===== src/sv/assert_macros.svh =====
// Assertion macros included by the RTL top level.
`ifndef ASSERT_MACROS_SVH
`define ASSERT_MACROS_SVH

// Implication checked on every rising clock edge outside reset.
`define ASSERT_IMPLIES(label, clk, rst, pre, post) \
   label: assert property (@(posedge clk) disable iff (rst) (pre) |-> (post)) \
      else $error("assertion failed");

// Condition that must hold on every rising clock edge outside reset.
`define ASSERT_ALWAYS(label, clk, rst, cond) \
   label: assert property (@(posedge clk) disable iff (rst) (cond)) \
      else $error("assertion failed");

`endif


===== src/sv/hsv2rgb_pkg.sv =====
// Types and constants for the HSV to RGB pixel unit.
package hsv2rgb_pkg;

   localparam int unsigned HUE_W   = 16;
   localparam int unsigned UNIT_W  = 13;
   localparam int unsigned BYTE_W  = 8;
   localparam int unsigned LEVEL_W = 41;  // levels in units of 2^-40, 0..2^40
   localparam int unsigned PROD_W  = 48;  // level * 255 plus rounding half
   localparam int unsigned LATENCY = 6;

   localparam logic [UNIT_W-1:0] FULL_ONE = 13'd4096;

   typedef struct packed {
      logic [HUE_W-1:0]  hue;
      logic [UNIT_W-1:0] saturation;
      logic [UNIT_W-1:0] brightness;
   } pixel_in_type;

   typedef struct packed {
      logic [BYTE_W-1:0] red;
      logic [BYTE_W-1:0] green;
      logic [BYTE_W-1:0] blue;
   } pixel_out_type;

endpackage


===== src/sv/hsv_to_rgb_pixel_unit.sv =====
// Top level of the HSV to RGB pixel unit: six-stage conversion pipeline.
//
// Usage:
//   An item (hue, saturation, brightness) is taken from req_pixel at each rising
//   edge where start is high and busy is low. busy is always low: the pipeline
//   has no stall point, so an item may be given on every cycle.
//   The result (red, green, blue) is on rsp_pixel with rsp_strobe high for
//   exactly one cycle. That cycle starts at the edge that loads the sixth stage
//   register, pix6_ff, and the result is taken at the edge that ends it.
//   The six register stages are: clamp and hue*6, partial products,
//   complements, level products, channel select times 255, and rounding.
//   Throughput is one item per cycle.
//   Saturation and brightness above 4096 are treated as 4096. Zero brightness
//   gives black and zero saturation gives grey; both fall out of the same
//   arithmetic with no separate path.
//   Synchronous reset clears all stage valid bits; items in flight are dropped.
//   The receiver cannot stall: each result must be taken in its strobe cycle.
`include "assert_macros.svh"

module hsv_to_rgb_pixel_unit (
   input  logic                       clock,
   input  logic                       reset,
   input  logic                       start,
   output logic                       busy,
   input  hsv2rgb_pkg::pixel_in_type  req_pixel,
   output logic                       rsp_strobe,
   output hsv2rgb_pkg::pixel_out_type rsp_pixel
);

   localparam int unsigned UW = hsv2rgb_pkg::UNIT_W;
   localparam int unsigned LW = hsv2rgb_pkg::LEVEL_W;
   localparam int unsigned PW = hsv2rgb_pkg::PROD_W;

   logic [hsv2rgb_pkg::LATENCY-1:0] valid_ff;
   logic [hsv2rgb_pkg::LATENCY-1:0] valid_in;
   logic                            accept;

   // stage 1
   logic [UW-1:0] sat1_ff, sat1_in, val1_ff, val1_in;
   logic [2:0]    sector1_ff, sector1_in;
   logic [15:0]   frac1_ff, frac1_in;
   logic [18:0]   scaled;
   // stage 2
   logic [28:0]   sf2_ff, sf2_in, sg2_ff, sg2_in;
   logic [24:0]   pv2_ff, pv2_in;
   logic [UW-1:0] val2_ff;
   logic [2:0]    sector2_ff;
   logic [16:0]   frac_comp;
   // stage 3
   logic [28:0]   qm3_ff, qm3_in, tm3_ff, tm3_in;
   logic [24:0]   pv3_ff;
   logic [UW-1:0] val3_ff;
   logic [2:0]    sector3_ff;
   // stage 4
   logic [LW-1:0] q4_ff, q4_in, t4_ff, t4_in, p4_ff, v4_ff;
   logic [2:0]    sector4_ff;
   // stage 5
   logic [LW-1:0] r_lvl, g_lvl, b_lvl;
   logic [PW-1:0] r5_ff, r5_in, g5_ff, g5_in, b5_ff, b5_in;
   // stage 6
   hsv2rgb_pkg::pixel_out_type pix6_ff, pix6_in;
   logic [PW-1:0] r_sum, g_sum, b_sum;

   function automatic logic [UW-1:0] clamp_unit(input logic [UW-1:0] x);
      return (x > hsv2rgb_pkg::FULL_ONE) ? hsv2rgb_pkg::FULL_ONE : x;
   endfunction

   function automatic logic [PW-1:0] times_255(input logic [LW-1:0] x);
      logic [PW-1:0] wide;
      wide = PW'(x);
      return (wide << 8) - wide;
   endfunction

   assign busy   = 1'b0;
   assign accept = start && !busy;

   always_comb begin
      valid_in = {valid_ff[hsv2rgb_pkg::LATENCY-2:0], accept};
   end

   always_ff @(posedge clock) begin
      if (reset) begin
         valid_ff <= '0;
      end else begin
         valid_ff <= valid_in;
      end
   end

   // stage 1: clamp, hue*6 into sector and fraction
   always_comb begin
      sat1_in    = clamp_unit(req_pixel.saturation);
      val1_in    = clamp_unit(req_pixel.brightness);
      scaled     = ({3'b0, req_pixel.hue} << 2) + ({3'b0, req_pixel.hue} << 1);
      sector1_in = scaled[18:16];
      frac1_in   = scaled[15:0];
   end

   // stage 2: s*f, s*(1-f), v*(1-s)
   always_comb begin
      frac_comp = 17'h10000 - {1'b0, frac1_ff};
      sf2_in    = 29'(sat1_ff) * 29'(frac1_ff);
      sg2_in    = 29'(sat1_ff) * 29'(frac_comp);
      pv2_in    = 25'(val1_ff) * 25'(hsv2rgb_pkg::FULL_ONE - sat1_ff);
   end

   // stage 3: complements against one
   always_comb begin
      qm3_in = 29'h1000_0000 - sf2_ff;
      tm3_in = 29'h1000_0000 - sg2_ff;
   end

   // stage 4: q and t levels
   always_comb begin
      q4_in = LW'(val3_ff) * LW'(qm3_ff);
      t4_in = LW'(val3_ff) * LW'(tm3_ff);
   end

   // stage 5: channel arrangement by sector, then scale by 255
   always_comb begin
      unique case (sector4_ff)
         3'd0: begin
            r_lvl = v4_ff; g_lvl = t4_ff; b_lvl = p4_ff;
         end
         3'd1: begin
            r_lvl = q4_ff; g_lvl = v4_ff; b_lvl = p4_ff;
         end
         3'd2: begin
            r_lvl = p4_ff; g_lvl = v4_ff; b_lvl = t4_ff;
         end
         3'd3: begin
            r_lvl = p4_ff; g_lvl = q4_ff; b_lvl = v4_ff;
         end
         3'd4: begin
            r_lvl = t4_ff; g_lvl = p4_ff; b_lvl = v4_ff;
         end
         default: begin
            r_lvl = v4_ff; g_lvl = p4_ff; b_lvl = q4_ff;
         end
      endcase
      r5_in = times_255(r_lvl);
      g5_in = times_255(g_lvl);
      b5_in = times_255(b_lvl);
   end

   // stage 6: round half up and take the byte
   always_comb begin
      r_sum = r5_ff + (PW'(1) << 39);
      g_sum = g5_ff + (PW'(1) << 39);
      b_sum = b5_ff + (PW'(1) << 39);
      pix6_in.red   = r_sum[47:40];
      pix6_in.green = g_sum[47:40];
      pix6_in.blue  = b_sum[47:40];
   end

   always_ff @(posedge clock) begin
      sat1_ff    <= sat1_in;
      val1_ff    <= val1_in;
      sector1_ff <= sector1_in;
      frac1_ff   <= frac1_in;

      sf2_ff     <= sf2_in;
      sg2_ff     <= sg2_in;
      pv2_ff     <= pv2_in;
      val2_ff    <= val1_ff;
      sector2_ff <= sector1_ff;

      qm3_ff     <= qm3_in;
      tm3_ff     <= tm3_in;
      pv3_ff     <= pv2_ff;
      val3_ff    <= val2_ff;
      sector3_ff <= sector2_ff;

      q4_ff      <= q4_in;
      t4_ff      <= t4_in;
      p4_ff      <= {pv3_ff, 16'b0};
      v4_ff      <= {val3_ff, 28'b0};
      sector4_ff <= sector3_ff;

      r5_ff      <= r5_in;
      g5_ff      <= g5_in;
      b5_ff      <= b5_in;

      pix6_ff    <= pix6_in;
   end

   assign rsp_strobe = valid_ff[hsv2rgb_pkg::LATENCY-1];
   assign rsp_pixel  = pix6_ff;

   `ASSERT_IMPLIES(a_strobe_has_item, clock, reset, rsp_strobe,
      $past(accept, hsv2rgb_pkg::LATENCY))
   `ASSERT_IMPLIES(a_black_on_zero, clock, reset,
      rsp_strobe && $past(req_pixel.brightness == 13'd0, hsv2rgb_pkg::LATENCY),
      rsp_pixel.red == 8'd0 && rsp_pixel.green == 8'd0 && rsp_pixel.blue == 8'd0)
   `ASSERT_IMPLIES(a_grey_on_zero_sat, clock, reset,
      rsp_strobe && $past(req_pixel.saturation == 13'd0, hsv2rgb_pkg::LATENCY),
      rsp_pixel.red == rsp_pixel.green && rsp_pixel.green == rsp_pixel.blue)

endmodule


===== config.mk =====
export PLATFORM = sky130hd
export DESIGN_NAME = hsv_to_rgb_pixel_unit
export DESIGN_NICKNAME = d
export VERILOG_FILES = /design/src/sv/hsv2rgb_pkg.sv /design/src/sv/hsv_to_rgb_pixel_unit.sv
export VERILOG_INCLUDE_DIRS = /design/src /design/src/sv
export SDC_FILE = /design/constraint.sdc
export NUM_CORES = 2
export LEC_CHECK = 0
export BUFFER_PORTS_ARGS = -buffer_cell sky130_fd_sc_hd__buf_2
export CORE_ASPECT_RATIO = 1.25
export CORE_MARGIN = 2
export CORE_UTILIZATION = 30
export DETAILED_ROUTE_END_ITERATION = 7
export PLACE_DENSITY = 0.43
export SLEW_MARGIN = 0
export SYNTH_ARGS = -nofsm -noshare
export SYNTH_HDL_FRONTEND = slang
export SYNTH_SLANG_ARGS = --single-unit

===== constraint.sdc =====
create_clock -name clock -period 14.9 [get_ports clock]
set_clock_uncertainty 0.2 [all_clocks]
set_input_delay 0 -clock clock [delete_from_list [all_inputs] [get_ports clock]]
set_output_delay 0 -clock clock [all_outputs]
set_load 0.05 [all_outputs]

Word-level counts from Yosys, hierarchy flattened
Cells that the tools add are included.
Widths: inputs -> output; s select.
{ "word_totals": {"ff_bits": 540, "in_bits": 45, "out_inout_bits": 26, "elab_cells": 56} }
{ "classes": {"add_sub_neg": 11, "n_mul": 5, "magnitude_cmp": 2, "n_eq_ne": 4, "n_mux": 3, "reduce_logical": 5} }
{ "ops": {"columns": ["cell", "n"], "rows": [
  ["$pmux 41 s3", 3],
  ["$add 48x40->48 const B", 3],
  ["$sub 48x41->48", 3],
  ["$mul 13x29->41", 2],
  ["$sub 29x29->29 const A", 2],
  ["$mul 13x16->29", 1],
  ["$mul 13x17->29", 1],
  ["$gt 13x13->1 const B", 2],
  ["$mul 14x14->25", 1],
  ["$add 18x17->19", 1],
  ["$sub 17x16->17 const A", 1],
  ["$sub 13x13->14 const A", 1],
  ["$reduce_or 2->1", 4],
  ["$eq 3x2->1 const B", 2],
  ["$eq 3x1->1 const B", 1],
  ["$eq 3x3->1 const B", 1],
  ["$logic_not 3->1", 1]
]} }

Logic depth before layout (Yosys ltp)
{ "depth": {"depth_word": 4, "depth_mapped": 29, "depth_no_buf": 27} }

Least setup slack after synthesis
OpenSTA, ideal clock, no wires.
{ "synth_timing": {"path_kind": "register to register", "startpoint": "register frac1_ff[3]", "endpoint": "register sg2_ff[27]", "t_arrival_ps": 6496, "required_time_ps": 14628, "path_slack_ps": 8131, "path_stages_with_launch": 26, "path_cell_list": "dfxtp_1 clkbuf_1 nor3_1 nand2b_1 nor4_1 nand2_1 nor3_1 xnor2_1 clkbuf_1 nand2_1 fa_1 inv_1 fa_1 inv_1 fa_1 inv_1 fa_1 fa_1 ha_1 or4_1 a211oi_1 o31ai_1 a31oi_1 o21ai_1 a21oi_1 xnor2_1"} }
{ "synth_between": {"elab_chain_len": 2} }
{ "synth_lines": {"columns": ["element", "line_no", "rtl"], "rows": [
  ["start: declaration", "hsv_to_rgb_pixel_unit.sv:41", "logic [15:0] frac1_ff, frac1_in;"],
  ["start signal: assignment", "hsv_to_rgb_pixel_unit.sv:159", "frac1_ff <= frac1_in;"],
  ["$sub 17x16->17", "hsv_to_rgb_pixel_unit.sv:100", "frac_comp = 17'h10000 - {1'b0, frac1_ff};"],
  ["$mul 13x17->29", "hsv_to_rgb_pixel_unit.sv:102", "sg2_in = 29'(sat1_ff) * 29'(frac_comp);"],
  ["named net sg2_in[27]", "hsv_to_rgb_pixel_unit.sv:44", "logic [28:0] sf2_ff, sf2_in, sg2_ff, sg2_in;"],
  ["end signal: assignment", "hsv_to_rgb_pixel_unit.sv:162", "sg2_ff <= sg2_in;"],
  ["end: declaration", "hsv_to_rgb_pixel_unit.sv:44", null]
]} }
The timed path passes the listed nets, and every way through them passes these cells.
A chain may end at the register's enable or synchronous reset.

Worst setup path after layout
{ "layout_timing": {"startpoint": "register frac1_ff[3]", "endpoint": "register sg2_ff[25]"} }
The elaborated chain is that of the path after synthesis.

==> results.env <==
CLOCK_TREE_FROM_TRITONCTS='done'
YOSYS_REGISTER_BITS=413
WORSTPATHREQUIRED_NS=15.25
ANTENNA_VIOLATIONS_BEFORE_REPAIR=5
FMAX_MHz=126.0
SHARE_OF_THE_SYNTHESIZED_AREA_IN_THE_TOP_CELL_TYPE=0.3445
POST_CTS_BUFFERS=0
SYNTH_EDF_COUNT=0
POST_DRT_WL_PER_CELL_MICRONS=18.47
GRT_REMAINING_OVERFLOW=0
CTS_HTREE_LEVELS=2
POSTROUTEANTENNANETS=0
VIAS=43050
RUN_STATUS='finished clean'
NETLIST_INSTANCES=6500
TRITONCTS_NUM_SINKS=413
WORST-SLEW-PIN-TRANSITION_NS=1.275
CLKTRANSATPATHREGS_NS=0.06
CTS_BUFFERS=51
GLOBAL_ROUTE_WIRE_LENGTH_BEFORE_REPAIR_MM=269.1
DIEHEIGHT_MICRONS=495.3
MAXIMUM_BUFFER_DEPTH_OF_THE_CLOCK_TREE=3
RR_STARTPOINT='frac1_ff[3]'
CRIT_PATH_END_KIND='flip-flop'
CAP_VIOL_MAX_COUNT=0
SYNTH_TOP_CELL_BY_AREA='sky130_fd_sc_hd__fa_1'
IO-PIN-COUNT=71
POSTSYNTHAREAPERCELL_SQ_UM=8.914
PIN_COUNT_OF_THE_BIGGEST_NET_ENTERING_GLOBAL_ROUTING=68
MET3ROUTEDLENGTH_MM=3.838
WORSTSETUPSTARTPOINTTYPE='flip-flop'
DIE_AREA_SQ_UM=196700
FFS_W_ASYNC_S_R_SYNTH=0
AREA_GROWTH_SYN_TO_LAYOUT_PCT=9.890
TIMING.FINAL.HOLD_VIOLATIONS=0
WIDTH_OF_THE_DIE_MICRONS=397.1
GROUTE.USAGE.OVERALL=0.1748
NUMBER_OF_SETUP_VIOLATIONS_IN_THE_FINAL_REPORT=0
WORSTHOLDSTART='req_pixel[25]'
DR.FIRST_ITER.DRC_COUNT=1865
SYNTH.TOP_CELLS.BY_AREA='sky130_fd_sc_hd__fa_1 34%, sky130_fd_sc_hd__dfxtp_1 14%, sky130_fd_sc_hd__ha_1 11%'
GP_CONGESTION=0.8260
SETUP.WORST_PATH.START='frac1_ff[3]'
ROWS=180
CLK-INSERTION-DELAY-LATE_NS=0.66
SYNTH.CELLS.MOST_FREQUENT='1148 x sky130_fd_sc_hd__inv_1, 1016 x sky130_fd_sc_hd__nand2_1, 997 x sky130_fd_sc_hd__fa_1'
VIAS_IN_THE_FIRST_GLOBAL_ROUTE=47110
CTS_RESIZED=0
ROUTED_VIA_DENSITY=4.745
WORST-SETUP-PATH-TYPE='flip-flop to flip-flop'
MAXSLEWVIOLCOUNT=0
POST-ROUTE-DRC-COUNT=0
CP.ARRIVAL_NS=8.29
FINALSETUPTNS_NS=0
WORST-R2R-SETUP-SLACK_NS=6.96
FINALWORSTPATHREQUIREDPERIOD_NS=7.936
SYNTH_AREA_SQ_UM=57940
DPL.HPWL_MM=133.0
FINAL_NETS=8040
MET2_WIRELENGTH_MM=87.14
NETLIST-CELL-TYPE-COUNT=91
COREAREA_SQ_UM=192100
GRT_SETUP_UNREPAIRED='no'
SYNTH-WARNING-COUNT=0
SYNTH-MAIN-FF-CELL='sky130_fd_sc_hd__dfxtp_1'
NUMBER_OF_I_O_PORT_BUFFERS=69
WORST-PATH-MAX-FANOUT=16
TOTALWIRELENGTH_MM=167.6
ROUTEDLENGTHMET1_MM=73.04
SYNTHESIS.NETS=8061
START_UTIL=0.3016
YOSYS.CELL_COUNT.TOP_TYPE='sky130_fd_sc_hd__inv_1'
CRIT_SHARE_POST_ROUTE=0.5326
HOLD_PATH_CLASS='primary input to flip-flop'
TIMING.SLEW.HEADROOM=0.1471
SHARE_OF_SYNTHESIZED_AREA_OCCUPIED_BY_FLIP_FLOPS_AND_LATCHES=0.1427
DRT_PRE_ANTENNA_ITERS=6
HIGHEST-SIGNAL-LAYER='met4'
CTS_ROOT_BUF='sky130_fd_sc_hd__clkbuf_16'
POST_ROUTE_CELLS_DRIVE_ABOVE_1_SHARE=0.04433
[metal layers]
metal | track usage | up-vias
li1 | - | 20170
met4 | 0.04036 | 0
met1 | 0.2180 | 22090
met3 | 0.01153 | 160
met5 | 0 | -
met2 | 0.3261 | 635
[cell usage in the layout (no fill, tap or decap), types with 36 or more instances in the layout]
cell and instances:
sky130_fd_sc_hd__buf_2 69, sky130_fd_sc_hd__nand3_1 63, sky130_fd_sc_hd__dfxtp_1 397, sky130_fd_sc_hd__and2_1 467, sky130_fd_sc_hd__xor2_1 76, sky130_fd_sc_hd__a22oi_1 36
sky130_fd_sc_hd__inv_1 1148, sky130_fd_sc_hd__ha_1 519, sky130_fd_sc_hd__mux2i_1 42, sky130_fd_sc_hd__xnor2_1 196, sky130_fd_sc_hd__buf_4 59, sky130_fd_sc_hd__dlygate4sd3_1 112
sky130_fd_sc_hd__a211oi_1 51, sky130_fd_sc_hd__a21oi_1 200, sky130_fd_sc_hd__a21o_1 93, sky130_fd_sc_hd__fa_1 997, sky130_fd_sc_hd__nor3_1 57, sky130_fd_sc_hd__nor2_1 183
sky130_fd_sc_hd__nor2b_1 72, sky130_fd_sc_hd__clkbuf_16 51, sky130_fd_sc_hd__nand2_1 1016, sky130_fd_sc_hd__o21ai_0 107
[layout make-up]
| type | count | area (sq um) |
|---|---|---|
| flip-flops and latches | 413 | 8295 |
| clock inverters | 27 | 400.4 |
| diodes | 5 | 12.51 |
| well taps | 2548 | 3188 |
| fillers | 20030 | 128400 |
| repair buffers | 240 | 1909 |
| multi-input cells | 4623 | 44150 |
| inverters | 1150 | 4317 |
| clock buffers | 67 | 1396 |
[cells by family after synthesis]
logic type	share of synthesized area
simple gates	0.1667
fa+ha+maj	0.4566
buf+inv	0.09584
compound gates	0.08560
flops	0.1427
xor+xnor	0.04157
mux	0.01095
other cells	0.00006472
[worst paths after layout]
check | endpoint | cells past startpoint
min | sat1_ff[1] | 3
max | sg2_ff[25] | 24
max reg2reg | sg2_ff[25] | 24
min reg2reg | sector4_ff[0] | 0
[stage by stage]
step | worst slack (ns) | util | instances | hold WS, ns | area [sq um]
2_1_floorplan | 8.131 | - | 6500 | -0.1723 | 57940
3_3_place_gp | 7.094 | 0.3162 | 8862 | -0.01199 | 60740
3_5_place_dp | 6.915 | 0.3162 | 8862 | -0.01780 | 60740
4_1_cts | 6.852 | 0.3314 | 9068 | 0.0004165 | 63660
5_1_grt | 6.346 | 0.3314 | 9069 | 0.05606 | 63660
6_report | 6.965 | 0.3314 | 9073 | 0.05727 | 63670
[flip-flops by register name, indices dropped and copies added (netlist names), 13 cells and up]
register and flops:
q4_ff 39, v4_ff 13, p4_ff 25, tm3_ff 28
val3_ff 13, sf2_ff 27, qm3_ff 27, sg2_ff 28
val2_ff 13, val1_ff 13, frac1_ff 15, pv3_ff 25
rsp_pixel 24, t4_ff 40, pv2_ff 25, sat1_ff 13
[worst max-delay path, cell delays in order (launching register included)]
cell,delay [ns]
sky130_fd_sc_hd__dfxtp_1,0.51
sky130_fd_sc_hd__nor3_1,0.40
sky130_fd_sc_hd__nand2b_1,0.12
sky130_fd_sc_hd__nor4_1,0.47
sky130_fd_sc_hd__nand2_1,0.13
sky130_fd_sc_hd__xor2_1,0.98
sky130_fd_sc_hd__nand2_1,0.20
sky130_fd_sc_hd__fa_1,0.59
sky130_fd_sc_hd__inv_1,0.06
sky130_fd_sc_hd__fa_1,0.47
sky130_fd_sc_hd__inv_1,0.05
sky130_fd_sc_hd__fa_1,0.48
sky130_fd_sc_hd__fa_1,0.55
sky130_fd_sc_hd__inv_1,0.05
sky130_fd_sc_hd__fa_1,0.37
sky130_fd_sc_hd__ha_1,0.37
sky130_fd_sc_hd__nand2_1,0.11
sky130_fd_sc_hd__o2111ai_1,0.15
sky130_fd_sc_hd__a31o_1,0.27
sky130_fd_sc_hd__a211oi_1,0.34
sky130_fd_sc_hd__o31ai_1,0.18
sky130_fd_sc_hd__a31oi_1,0.33
sky130_fd_sc_hd__o21bai_1,0.11
sky130_fd_sc_hd__a21oi_1,0.19
sky130_fd_sc_hd__xnor2_1,0.15
[what timing repair did]
action	in CTS	in global routing
setup endpoints to repair	0	0
hold endpoints to repair	50	0
hold buffers	112	0
Power is left out: the tool's default activity adds up to more than one toggle a clock period on the data nets, which glitch-free logic cannot reach.
